File: src/rtl/core/blg_pkg.sv
// ----------------------------------------------------------------------------
// Battery level gauge package
// Shared widths, configuration register layout and reset values.
// ----------------------------------------------------------------------------
`default_nettype none

package blg_pkg;

	localparam int CODE_W        = 12;
	localparam int LEVEL_W       = 3;
	localparam int DATA_W        = 32;
	localparam int ADDR_W        = 4;
	localparam int AVG_DEPTH_DEF = 8;

	localparam logic [LEVEL_W-1:0] LEVEL_MAX = 3'd4;

	localparam logic [CODE_W-1:0] EMPTY_RST  = 12'd1158;
	localparam logic [CODE_W-1:0] STEP_RST   = 12'd145;
	localparam logic [CODE_W-1:0] MARGIN_RST = 12'd36;

	localparam logic [1:0] REG_EMPTY  = 2'd0;
	localparam logic [1:0] REG_STEP   = 2'd1;
	localparam logic [1:0] REG_MARGIN = 2'd2;

	typedef struct packed {
		logic [CODE_W-1:0] empty_code;
		logic [CODE_W-1:0] step_code;
		logic [CODE_W-1:0] margin_code;
	} cfg_t;

endpackage

`default_nettype wire

File: src/rtl/core/blg_regs.sv
// ----------------------------------------------------------------------------
// Battery level gauge configuration registers
// APB-style register bank holding the empty, step and margin codes.
// ----------------------------------------------------------------------------
`default_nettype none

module blg_regs (
	input  wire logic                         clk,
	input  wire logic                         arst_n,
	input  wire logic                         psel,
	input  wire logic                         penable,
	input  wire logic                         pwrite,
	input  wire logic [blg_pkg::ADDR_W-1:0]   paddr,
	input  wire logic [blg_pkg::DATA_W-1:0]   pwdata,
	output logic      [blg_pkg::DATA_W-1:0]   prdata,
	output logic                              pready,
	output blg_pkg::cfg_t                     cfg
);

	blg_pkg::cfg_t cfg_q;
	logic          wr_en;
	logic [1:0]    reg_idx;
	logic [blg_pkg::CODE_W-1:0] rd_val;

	assign wr_en   = psel && penable && pwrite;
	assign reg_idx = paddr[3:2];
	assign pready  = 1'b1;
	assign cfg     = cfg_q;

	always_ff @(posedge clk or negedge arst_n) begin
		if (!arst_n) begin
			cfg_q.empty_code  <= blg_pkg::EMPTY_RST;
			cfg_q.step_code   <= blg_pkg::STEP_RST;
			cfg_q.margin_code <= blg_pkg::MARGIN_RST;
		end else if (wr_en) begin
			unique case (reg_idx)
				blg_pkg::REG_EMPTY:  cfg_q.empty_code  <= pwdata[blg_pkg::CODE_W-1:0];
				blg_pkg::REG_STEP:   cfg_q.step_code   <= pwdata[blg_pkg::CODE_W-1:0];
				blg_pkg::REG_MARGIN: cfg_q.margin_code <= pwdata[blg_pkg::CODE_W-1:0];
				default: ;
			endcase
		end
	end

	always_comb begin
		unique case (reg_idx)
			blg_pkg::REG_EMPTY:  rd_val = cfg_q.empty_code;
			blg_pkg::REG_STEP:   rd_val = cfg_q.step_code;
			blg_pkg::REG_MARGIN: rd_val = cfg_q.margin_code;
			default:             rd_val = '0;
		endcase
	end

	assign prdata = blg_pkg::DATA_W'(rd_val);

endmodule

`default_nettype wire

File: src/rtl/core/blg_ring.sv
// ----------------------------------------------------------------------------
// Battery level gauge sample ring
// Ring memory of recent codes with pointer, priming logic and running sum.
// ----------------------------------------------------------------------------
`default_nettype none

module blg_ring #(
	parameter int AVG_DEPTH = blg_pkg::AVG_DEPTH_DEF
) (
	input  wire logic                                           clk,
	input  wire logic                                           arst_n,
	input  wire logic                                           en,
	input  wire logic [blg_pkg::CODE_W-1:0]                     code,
	output logic [blg_pkg::CODE_W+$clog2(AVG_DEPTH)-1:0]        sum_next,
	output logic [blg_pkg::CODE_W+$clog2(AVG_DEPTH)-1:0]        sum
);

	localparam int PTR_W = $clog2(AVG_DEPTH);
	localparam int SUM_W = blg_pkg::CODE_W + PTR_W;
	localparam logic [PTR_W-1:0] PTR_LAST  = PTR_W'(AVG_DEPTH - 1);
	localparam logic [SUM_W-1:0] DEPTH_SUM = SUM_W'(AVG_DEPTH);

	logic [blg_pkg::CODE_W-1:0] ring_mem [AVG_DEPTH];
	logic [blg_pkg::CODE_W-1:0] rd_q;
	logic [blg_pkg::CODE_W-1:0] first_q;
	logic [blg_pkg::CODE_W-1:0] old_code;
	logic [PTR_W-1:0]           ptr_q;
	logic [PTR_W-1:0]           ptr_nx;
	logic [PTR_W-1:0]           rd_addr;
	logic [SUM_W-1:0]           sum_q;
	logic                       primed_q;
	logic                       wrapped_q;

	// Until the pointer has gone round once, every slot it reaches counts as
	// holding the priming sample.
	assign old_code = wrapped_q ? rd_q : first_q;

	always_comb begin
		if (primed_q) begin
			sum_next = sum_q - SUM_W'(old_code) + SUM_W'(code);
			ptr_nx   = (ptr_q == PTR_LAST) ? '0 : ptr_q + PTR_W'(1);
		end else begin
			sum_next = SUM_W'(code) * DEPTH_SUM;
			ptr_nx   = PTR_W'(1);
		end
	end

	assign rd_addr = en ? ptr_nx : ptr_q;
	assign sum     = sum_q;

	always_ff @(posedge clk) begin
		if (en) begin
			ring_mem[ptr_q] <= code;
		end
		rd_q <= ring_mem[rd_addr];
	end

	always_ff @(posedge clk) begin
		if (en && !primed_q) begin
			first_q <= code;
		end
	end

	always_ff @(posedge clk or negedge arst_n) begin
		if (!arst_n) begin
			ptr_q     <= '0;
			sum_q     <= '0;
			primed_q  <= 1'b0;
			wrapped_q <= 1'b0;
		end else if (en) begin
			ptr_q    <= ptr_nx;
			sum_q    <= sum_next;
			primed_q <= 1'b1;
			if (primed_q && ptr_q == PTR_LAST) begin
				wrapped_q <= 1'b1;
			end
		end
	end

endmodule

`default_nettype wire

File: src/rtl/core/blg_level.sv
// ----------------------------------------------------------------------------
// Battery level gauge hysteresis
// Compares the running sum with depth-scaled thresholds and steps the level.
// ----------------------------------------------------------------------------
`default_nettype none

module blg_level #(
	parameter int AVG_DEPTH = blg_pkg::AVG_DEPTH_DEF
) (
	input  wire logic                                       clk,
	input  wire logic                                       arst_n,
	input  wire logic                                       en,
	input  wire blg_pkg::cfg_t                              cfg,
	input  wire logic [blg_pkg::CODE_W+$clog2(AVG_DEPTH)-1:0] sum_next,
	output logic [blg_pkg::LEVEL_W-1:0]                     level
);

	localparam int BASE_W = blg_pkg::CODE_W + 3;
	localparam int THR_W  = BASE_W + $clog2(AVG_DEPTH + 1);
	localparam logic [THR_W-1:0] DEPTH_THR = THR_W'(AVG_DEPTH);

	logic [blg_pkg::LEVEL_W-1:0] level_q;
	logic [blg_pkg::LEVEL_W-1:0] level_d;
	logic [BASE_W-1:0] up_base;
	logic [BASE_W-1:0] dn_pos;
	logic [BASE_W-1:0] dn_base;
	logic              dn_neg;
	logic [THR_W-1:0]  up_thr;
	logic [THR_W-1:0]  dn_thr;
	logic [THR_W-1:0]  sum_ext;
	logic              go_up;
	logic              go_dn;

	function automatic logic [BASE_W-1:0] step_times(
		input logic [blg_pkg::CODE_W-1:0] step,
		input logic [2:0]                 k
	);
		logic [BASE_W-1:0] s;
		s = BASE_W'(step);
		return (k[2] ? (s << 2) : '0) + (k[1] ? (s << 1) : '0) + (k[0] ? s : '0);
	endfunction

	always_comb begin
		up_base = BASE_W'(cfg.empty_code) + step_times(cfg.step_code, level_q + 3'd1)
		          + BASE_W'(cfg.margin_code);
		dn_pos  = BASE_W'(cfg.empty_code) + step_times(cfg.step_code, level_q);
		dn_neg  = dn_pos < BASE_W'(cfg.margin_code);
		dn_base = dn_pos - BASE_W'(cfg.margin_code);
		up_thr  = THR_W'(up_base) * DEPTH_THR;
		dn_thr  = THR_W'(dn_base) * DEPTH_THR;
		sum_ext = THR_W'(sum_next);
		go_up   = sum_ext > up_thr;
		go_dn   = !dn_neg && (sum_ext < dn_thr);
		if (go_up) begin
			level_d = (level_q >= blg_pkg::LEVEL_MAX) ? blg_pkg::LEVEL_MAX : level_q + 3'd1;
		end else if (go_dn) begin
			level_d = (level_q == '0) ? '0 : level_q - 3'd1;
		end else begin
			level_d = level_q;
		end
	end

	always_ff @(posedge clk or negedge arst_n) begin
		if (!arst_n) begin
			level_q <= '0;
		end else if (en) begin
			level_q <= level_d;
		end
	end

	assign level = level_q;

endmodule

`default_nettype wire

File: src/rtl/core/blg_avg.sv
// ----------------------------------------------------------------------------
// Battery level gauge result stage
// Divides the running sum by the depth with a reciprocal multiply and holds
// the result transfer.
// ----------------------------------------------------------------------------
`default_nettype none

module blg_avg #(
	parameter int AVG_DEPTH = blg_pkg::AVG_DEPTH_DEF
) (
	input  wire logic                                         clk,
	input  wire logic                                         arst_n,
	input  wire logic                                         en,
	input  wire logic                                         valid_s2,
	input  wire logic [blg_pkg::CODE_W+$clog2(AVG_DEPTH)-1:0] sum_s2,
	input  wire logic [blg_pkg::LEVEL_W-1:0]                  level_s2,
	output logic                                              valid_s3,
	output logic [blg_pkg::LEVEL_W-1:0]                       level_s3,
	output logic [blg_pkg::CODE_W-1:0]                        average_s3
);

	localparam int DIV_L   = $clog2(AVG_DEPTH);
	localparam int SUM_W   = blg_pkg::CODE_W + DIV_L;
	localparam int DIV_K   = SUM_W + DIV_L;
	localparam int RECIP   = (2 ** DIV_K + AVG_DEPTH - 1) / AVG_DEPTH;
	localparam int RECIP_W = DIV_K - DIV_L + 1;
	localparam int PROD_W  = SUM_W + RECIP_W;

	logic [PROD_W-1:0]          product;
	logic [blg_pkg::CODE_W-1:0] quotient;

	assign product  = PROD_W'(sum_s2) * PROD_W'(RECIP);
	assign quotient = product[DIV_K +: blg_pkg::CODE_W];

	always_ff @(posedge clk or negedge arst_n) begin
		if (!arst_n) begin
			valid_s3 <= 1'b0;
		end else if (en) begin
			valid_s3 <= valid_s2;
		end
	end

	always_ff @(posedge clk) begin
		if (en) begin
			level_s3   <= level_s2;
			average_s3 <= quotient;
		end
	end

endmodule

`default_nettype wire

File: src/rtl/core/battery_level_hysteresis_gauge.sv
// ----------------------------------------------------------------------------
// Battery level hysteresis gauge
// Moving average of supply ADC codes with a hysteresis level from 0 to 4.
//
//   Channel   Signals                                   Direction
//   sample    sample_valid, sample_ready, sample_code    in
//   result    result_valid, result_ready, level,         out
//             average_code
//   config    psel, penable, pwrite, paddr, pwdata,      in / out
//             prdata, pready
//
// One sample transfer can be taken every cycle unless the pipeline holds. A
// result is presented after its sample passes three registers in order: input
// register, sum and level update, divide and result register. When a result
// waits and result_ready is low, the whole pipeline holds and sample_ready
// drops. Reset clears control state at once; there is no clearing pass, since
// the first sample primes the whole ring.
// ----------------------------------------------------------------------------
`default_nettype none

module battery_level_hysteresis_gauge #(
	parameter int AVG_DEPTH = blg_pkg::AVG_DEPTH_DEF
) (
	input  wire logic                            clk,
	input  wire logic                            arst_n,
	input  wire logic                            sample_valid,
	output logic                                 sample_ready,
	input  wire logic [blg_pkg::CODE_W-1:0]      sample_code,
	output logic                                 result_valid,
	input  wire logic                            result_ready,
	output logic [blg_pkg::LEVEL_W-1:0]          level,
	output logic [blg_pkg::CODE_W-1:0]           average_code,
	input  wire logic                            psel,
	input  wire logic                            penable,
	input  wire logic                            pwrite,
	input  wire logic [blg_pkg::ADDR_W-1:0]      paddr,
	input  wire logic [blg_pkg::DATA_W-1:0]      pwdata,
	output logic      [blg_pkg::DATA_W-1:0]      prdata,
	output logic                                 pready
);

	localparam int SUM_W = blg_pkg::CODE_W + $clog2(AVG_DEPTH);

	blg_pkg::cfg_t              cfg;
	logic                       advance;
	logic                       valid_s1;
	logic                       valid_s2;
	logic                       en_s2;
	logic [blg_pkg::CODE_W-1:0] sample_s1;
	logic [SUM_W-1:0]           sum_next;
	logic [SUM_W-1:0]           sum_s2;
	logic [blg_pkg::LEVEL_W-1:0] level_s2;

	assign advance      = !result_valid || result_ready;
	assign sample_ready = advance;
	assign en_s2        = advance && valid_s1;

	always_ff @(posedge clk or negedge arst_n) begin
		if (!arst_n) begin
			valid_s1 <= 1'b0;
			valid_s2 <= 1'b0;
		end else if (advance) begin
			valid_s1 <= sample_valid;
			valid_s2 <= valid_s1;
		end
	end

	always_ff @(posedge clk) begin
		if (advance) begin
			sample_s1 <= sample_code;
		end
	end

	blg_regs u_regs (
		.clk     (clk),
		.arst_n  (arst_n),
		.psel    (psel),
		.penable (penable),
		.pwrite  (pwrite),
		.paddr   (paddr),
		.pwdata  (pwdata),
		.prdata  (prdata),
		.pready  (pready),
		.cfg     (cfg)
	);

	blg_ring #(
		.AVG_DEPTH (AVG_DEPTH)
	) u_ring (
		.clk      (clk),
		.arst_n   (arst_n),
		.en       (en_s2),
		.code     (sample_s1),
		.sum_next (sum_next),
		.sum      (sum_s2)
	);

	blg_level #(
		.AVG_DEPTH (AVG_DEPTH)
	) u_level (
		.clk      (clk),
		.arst_n   (arst_n),
		.en       (en_s2),
		.cfg      (cfg),
		.sum_next (sum_next),
		.level    (level_s2)
	);

	blg_avg #(
		.AVG_DEPTH (AVG_DEPTH)
	) u_avg (
		.clk        (clk),
		.arst_n     (arst_n),
		.en         (advance),
		.valid_s2   (valid_s2),
		.sum_s2     (sum_s2),
		.level_s2   (level_s2),
		.valid_s3   (result_valid),
		.level_s3   (level),
		.average_s3 (average_code)
	);

endmodule

`default_nettype wire
File: config.mk
export PLATFORM = sky130hd
export DESIGN_NAME = battery_level_hysteresis_gauge
export DESIGN_NICKNAME = d
export VERILOG_FILES = /design/src/rtl/core/blg_pkg.sv /design/src/rtl/core/blg_regs.sv /design/src/rtl/core/blg_ring.sv /design/src/rtl/core/blg_level.sv /design/src/rtl/core/blg_avg.sv /design/src/rtl/core/battery_level_hysteresis_gauge.sv
export SDC_FILE = /design/constraint.sdc
export NUM_CORES = 1
export LEC_CHECK = 0
export BUFFER_PORTS_ARGS = -buffer_cell sky130_fd_sc_hd__buf_2
export CORE_UTILIZATION = 25
export DETAILED_ROUTE_END_ITERATION = 6
export SKIP_LAST_GASP = 1
export SLEW_MARGIN = 10
export SYNTH_ARGS = -nofsm -noshare
export SYNTH_HDL_FRONTEND = slang
export SYNTH_SLANG_ARGS = --single-unit
File: constraint.sdc
create_clock -name clk -period 7.7 [get_ports clk]
set_clock_uncertainty 0.2 [all_clocks]
set_input_delay 0.385 -clock clk [delete_from_list [all_inputs] [get_ports clk]]
set_output_delay 0.385 -clock clk [all_outputs]
set_load 0.02 [all_outputs]
Yosys cells after proc, flatten, opt, wreduce, memory -nomap -nowiden:

Memory sizes are Yosys's and may differ from the RTL's. A register that Yosys moved wholly into a read port is not among the register bits.
Cells that the tools add are included.

* reduce and logical (&&, ||, !) cells: 18
* magnitude comparators: 4
* equal/unequal tests: 3
* add/subtract/negate cells: 13
* muxes and demuxes: 18

Operators by type and width (number)
* adder 15 bit: 4
* 2-to-1 mux 12 bit: 3
* case mux 12 bit (3 select lines): 1
* adder 12 x 15 -> 15 bit: 2
* adder 15 x 12 -> 15 bit: 2
* subtractor 15 x 12 -> 15 bit: 2
* 2-to-1 mux 14 bit: 2
* 2-to-1 mux 13 bit: 2
* 2-to-1 mux 3 bit: 7
* greater-than comparator 15 x 18 -> 1 bit: 1
* < comparator 15 x 18 -> 1 bit: 1
* < comparator 15 x 12 -> 1 bit: 1
* 2-to-1 mux 15 bit: 1
* AND reduction 2 bit: 5
* adder 3 x 1 -> 3 bit, second input constant: 2
* logical AND 1 bit: 6
* equality test 3 bit, second input constant: 1
* >= comparator 3 bit, second input constant: 1
* logical NOT 1 bit: 3
* logical NOT 3 bit: 1
* subtractor 3 x 1 -> 3 bit, second input constant: 1
* equality test 2 x 1 -> 1 bit, second input constant: 1
* equality test 2 bit, second input constant: 1
* logical NOT 2 bit: 1
* 3 further kinds: 4

* memories: 1
* RAM bits: 96
* input bits: 55
* output and inout bits: 50
* register bits: 101

Memories
* u_ring.ring_mem: words 8, bits a word 12, rd ports 1, clocked after memory_dff 1, wr ports 1, line blg_ring.sv:23 `logic [blg_pkg::CODE_W-1:0] ring_mem [AVG_DEPTH];`

Longest topological paths before layout:

* word-level depth: 9
* depth in mapped cells: 31
* depth with buffers taken out: 29

Cells and area by module:

Synthesis repeated with hierarchy kept, for this count alone.

* cells, all modules: 1154
* area total of the unflattened synthesis: 13578.0 µm²

Modules (own cells, without submodules)
* blg_ring: seq. area each 3983.8 µm², area each 6521.3 µm², cells each 470, instances 1
* blg_level: seq. area each 75.1 µm², area each 4277.9 µm², cells each 506, instances 1
* blg_regs: seq. area each 912.1 µm², area each 1826.8 µm², cells each 143, instances 1
* blg_avg: seq. area each 475.5 µm², area each 490.5 µm², cells each 17, instances 1
* battery_level_hysteresis_gauge: seq. area each 410.4 µm², area each 461.7 µm², cells each 18, instances 1

Least setup slack after synthesis:

Ideal clock, no wire load.

* path kind: register to register
* from: register u_level.level_q, in the netlist u_level.level[0]
* to: register u_level.level_q, in the netlist u_level.level[2]
* path buffers: 2
* slack: 0.880 ns
* arrival time: 6.533 ns
* setup time: 0.087 ns
* clock period less this slack: 6.820 ns
* stages on the path, launching flop included: 31
* path through: dfrtp_1 > clkbuf_1 > clkbuf_1 > and2_1 > fa_1 > inv_1 > fa_1 > inv_1 > ha_1 > inv_1 > fa_1 > inv_1 > ha_1 > o21a_1 > o31a_1 > o31a_1 > o21ai_0 > nand2b_1 > a21o_1 > a211o_1 > nand2_1 > ha_1 > a21o_1 > a211o_1 > or3_1 > o221a_1 > o21ai_2 > and3b_4 > o31ai_4 > mux2_1 > a22oi_1

* cells in the longest elaborated chain, start to end: 9
* elaborated cells between the ends (all ways): 26

RTL lines
* start, declared: line blg_level.sv:22 `logic [blg_pkg::LEVEL_W-1:0] level_q;`
* start signal, assigned: line blg_level.sv:67 `level_q <= level_d;`
* adder 3 x 1 -> 3 bit: line blg_level.sv:44, blg_level.sv:55
* 2-to-1 mux 13 bit / 2-to-1 mux 14 bit (equally long branches): line blg_level.sv:40 `return (k[2] ? (s << 2) : '0) + (k[1] ? (s << 1) : '0) + (k[0] ? s : '0);`
* adder 15 bit (2 in series): line blg_level.sv:40
* adder 12 x 15 -> 15 bit: line blg_level.sv:44 `up_base = BASE_W'(cfg.empty_code) + step_times(cfg.step_code, level_q + 3'd1)`
* adder 15 x 12 -> 15 bit: line blg_level.sv:45 `+ BASE_W'(cfg.margin_code);`
* greater-than comparator 15 x 18 -> 1 bit: line blg_level.sv:52 `go_up = sum_ext > up_thr;`
* nonzero test 2 bit (no line)
* AND reduction 2 bit (no line)

Several ways; a longest one is shown, not always the timed one. The select of a mux whose other input is x is not followed.
A chain may end at the register's enable or synchronous reset.

Final worst setup path:

Same ends and word-level chain as after synthesis.

==> results by stage <==
GRT:
- The met3 usage in global routing is 1.685%.
- In this run the most used layer during global routing was met2.
- Global routing used 11.85% of the available tracks across all layers.
- Summed over all layers, the global routing overflow is 0.
- The via count of the first global-routing pass is 9128.
- The largest net degree at the start of global routing is 63.
- The wire length of the first global-routing pass is 50.38 mm.
- The number of antenna violations at the first check in global routing is 0.
- The global routing met1 resource utilization is 16.03%.
- Global routing consumed, on the met2 layer, 20.16% of the routing resources.

Logic synthesis:
- After synthesis, the cell types taking the most area are sky130_fd_sc_hd__edfxtp_1 30%, sky130_fd_sc_hd__fa_1 10%, sky130_fd_sc_hd__dfrtp_1 9.9%.
- The number of warnings printed during yosys synthesis is 0.
- Counting every instance in the synthesized netlist gives 1187.
- The area of the mapped netlist is 0.01341 sq mm.
- The sequential share of the synthesized area is 43.69%.
- The cell with the most instances after synthesis is sky130_fd_sc_hd__inv_1.
- The number of unique standard cell types used by synthesis is 81.
- The count of flip-flops with a built-in enable after synthesis is 135.
- The largest area contributor in the netlist is sky130_fd_sc_hd__edfxtp_1.
- The commonest cells after synthesis are 161 x sky130_fd_sc_hd__inv_1, 139 x sky130_fd_sc_hd__nand2_1, 135 x sky130_fd_sc_hd__edfxtp_1.
- Of all flip-flops after synthesis, the portion carrying an async set or reset was 29.67%.
- In this run the mean area of a mapped cell was 11.29 sq um.
- Among all flip-flop cells after synthesis, the most frequent one is sky130_fd_sc_hd__edfxtp_1.
- The number of synthesized register bits is 209.
- The share of synthesized area in the top cell type comes to 30.24%.

Status:
- The run finished, with violations left.
- The final reports fail on DRC.

Clock tree:
- The clock net sink count is 209.
- The buffer count from post-CTS setup fixing is 0.
- TritonCTS built the clock tree.
- The total of cells resized after clock tree synthesis is 0.
- Counting the buffers created by CTS gives 21.
- Clock latency on the worst-skew pair, taken at its later pin, is 0.53 ns.
- The hold-fix buffer count after cts is 26.
- The depth of the CTS H-tree is 1.
- The root buffer selected by CTS is sky130_fd_sc_hd__clkbuf_16.
- The clock passes through at most 3 buffers.
- After clock tree synthesis, the clock-pin slew on the worst setup and hold paths is 0.06 ns.

Routing:
- The routed wirelength normalized by instance count is 16.01 microns.
- The number of detailed-route iterations in the first pass is 7.
- The first routing iteration left 429 violations.
- Dividing the detail-routed via count by the number of cells gives 4.473.
- The post-detailed-route count of antenna-violating nets is 0.
- Summed over all layers, the routed wires come to 31.77 mm.
- For this run, design rule violations remaining after detail routing come to 8.
- Across all layers, the routed design uses 8879 vias.

Run:
- The tool flagged a number of max-cap violations equal to 0.

Placement:
- The count of port buffers added during placement is 61.
- The HPWL reported at the end of detailed placement is 23.62 mm.
- The weighted congestion reported at the end of routability-driven placement is 0.8113.

Timing:
- The worst slew margin relative to its limit is 21.70%.
- Setup violations remaining at the end of the flow were counted as 0.
- After layout, the minimum clock period comes to 7.216 ns.
- The transition time at the pin with the least slew margin is 1.168 ns.
- The final hold violation count is 0.
- The count of final max-slew check failures is 0.
- Setup repair after global routing left no endpoint under its margin.
- In the final timing run, aggregate negative setup slack is 0 ns.
- Timing would allow up to 0.1386 GHz.
- After layout, the worst path uses 93.72% of the clock period.

Floorplanning:
- For this design the top-level I/O count stands at 105.
- The overall die height is 233.6 microns.
- The core region is 0.05276 sq mm.
- The initial utilization of the core area, before any placement, comes to 25.41%.
- In this run the core area contains 84 standard-cell rows.
- The floorplan step defined a die boundary enclosing 0.05456 sq mm.
- From left edge to right edge, the die measures 233.6 microns.

Min path:
- The min-delay analysis places its worst path in the category register to register.

Cells and area:
- The final layout contains 1495 nets.
- The diode insertion count for antenna repair is 0.
- The ratio of cells with drive above 1 in the final layout is 17.04%.
- The number of fill cells in the layout is 5468.
- The area growth from synthesis to layout is 15.49%.

Setup path:
- The worst setup path is of the register to register kind.
- STA classifies the critical path endpoint as a register.
- The type of origin of the critical path is a register.
- The largest fanout on the critical path is 15.
- STA puts the critical path data required time at 7.94 ns.
- At the worst endpoint, the arrival time is 7.46 ns.
## cell families (layout without fill, tap and decap cells)
group	Yosys count	count (layout)	synth area share, %
adder cells (fa/ha/maj)	158	158	18.67
multiplexers	82	82	8.745
XOR/XNOR	32	32	2.091
AO/OA/AOI/OAI	191	191	9.473
buffers and inverters	216	307	6.803
AND/OR/NAND/NOR	297	297	10.48
flip-flops	209	209	43.69
other	2	21	0.05602
## layer usage
layer / share of wire (%) / up-vias
li1: - / 4233
met1: 47 / 4432
met2: 47 / 183
met3: 4.3 / 31
met4: 1.5 / 0
met5: 0 / -
## path summary, 6_finish.rpt
| kind | from | end | slack [ns] | cells past startpoint |
|---|---|---|---|---|
| worst max-delay path | u_level.level[0]$_DFFE_PN0P_ | u_level.level[2]$_DFFE_PN0P_ | 0.48 | 26 |
| worst min-delay path | u_ring.sum[10]$_DFFE_PN0P_ | u_avg.average_s3[7]$_DFFE_PN_ | 0.25 | 0 |
| worst max register to register | u_level.level[0]$_DFFE_PN0P_ | u_level.level[2]$_DFFE_PN0P_ | 0.48 | 26 |
| worst min register to register | u_ring.sum[10]$_DFFE_PN0P_ | u_avg.average_s3[7]$_DFFE_PN_ | 0.25 | 0 |
| max in group asynchronous | arst_n | u_ring.sum[12]$_DFFE_PN0P_ | 6.33 | 3 |
| min in group asynchronous | arst_n | u_regs.cfg[20]$_DFFE_PN0P_ | 0.37 | 3 |
## critical path: stages, from the launching register on
cell and delay (ns):
sky130_fd_sc_hd__dfrtp_1 0.47, sky130_fd_sc_hd__buf_4 0.23, sky130_fd_sc_hd__and2_1 0.19, sky130_fd_sc_hd__fa_1 0.53, sky130_fd_sc_hd__inv_1 0.05, sky130_fd_sc_hd__fa_1 0.56
sky130_fd_sc_hd__inv_1 0.06, sky130_fd_sc_hd__ha_1 0.31, sky130_fd_sc_hd__a211o_1 0.29, sky130_fd_sc_hd__a21oi_1 0.34, sky130_fd_sc_hd__o21bai_1 0.13, sky130_fd_sc_hd__xor2_1 0.15
sky130_fd_sc_hd__ha_1 0.23, sky130_fd_sc_hd__nor2_1 0.21, sky130_fd_sc_hd__nand2_1 0.07, sky130_fd_sc_hd__o21ai_0 0.31, sky130_fd_sc_hd__nand2_1 0.12, sky130_fd_sc_hd__ha_1 0.33
sky130_fd_sc_hd__a21o_1 0.18, sky130_fd_sc_hd__a211o_1 0.32, sky130_fd_sc_hd__or3_1 0.35, sky130_fd_sc_hd__o221a_1 0.27, sky130_fd_sc_hd__o21ai_2 0.08, sky130_fd_sc_hd__and3b_4 0.22
sky130_fd_sc_hd__o31ai_4 0.40, sky130_fd_sc_hd__mux2_1 0.36, sky130_fd_sc_hd__a22oi_1 0.15
## registers in the layout, summed over array words and instances, names as in the netlist
name and cells:
valid_s1 1, u_regs.cfg 36, u_avg.level_s3 3, u_ring.rd_q 12
u_ring.ptr_q 3, u_ring.primed_q 1, u_ring.ring_mem 96, u_avg.valid_s3 1
u_ring.first_q 12, valid_s2 1, u_ring.wrapped_q 1, u_level.level 3
sample_s1 12, u_avg.average_s3 12, u_ring.sum 15
## metrics by stage
step | setup slack (ns) | cells | util (%) | hold WS (ns) | area, sq um
final | 0.4835 | 1985 | 29.35 | 0.2461 | 15480
after global routing | 0.1578 | 1985 | 29.35 | 0.2666 | 15480
after CTS | 0.4670 | 1985 | 29.35 | 0.2480 | 15480
after detailed placement | 0.5315 | 1921 | 27.59 | 0.2317 | 14560
after global placement | 0.6155 | 1921 | 27.59 | 0.2238 | 14560
after floorplan | 0.8801 | 1206 | - | -0.1106 | 13480
## cells in the final DEF (no fill, tap or decap), types with 15 or more instances in the layout
cell type and instances:
sky130_fd_sc_hd__ha_1 88, sky130_fd_sc_hd__clkbuf_16 21, sky130_fd_sc_hd__and2_1 40, sky130_fd_sc_hd__mux2_2 40, sky130_fd_sc_hd__mux4_2 24, sky130_fd_sc_hd__conb_1 21, sky130_fd_sc_hd__fa_1 70, sky130_fd_sc_hd__o21ai_0 69
sky130_fd_sc_hd__a21oi_1 33, sky130_fd_sc_hd__nor2_1 32, sky130_fd_sc_hd__buf_4 20, sky130_fd_sc_hd__xnor2_1 19, sky130_fd_sc_hd__nor3_1 15, sky130_fd_sc_hd__mux2i_1 17, sky130_fd_sc_hd__buf_2 61, sky130_fd_sc_hd__dlygate4sd3_1 26
sky130_fd_sc_hd__edfxtp_1 135, sky130_fd_sc_hd__a21o_1 15, sky130_fd_sc_hd__inv_1 161, sky130_fd_sc_hd__dfrtp_1 53, sky130_fd_sc_hd__nand2_1 139
## final cells by class
class | instances | area (sq um) | share of cell area, %
Multi-Input combinational cell | 781 | 6777 | 43.77
Timing Repair Buffer | 107 | 715.7 | 4.622
Clock inverter | 12 | 101.3 | 0.6545
Inverter | 162 | 608.1 | 3.927
Clock buffer | 26 | 564.3 | 3.644
Sequential cell | 209 | 5857 | 37.83
Tap cell | 688 | 860.8 | 5.560
Power is not shown: default switching activity piles up to over one toggle a cycle in this logic, so the estimate is an artifact.
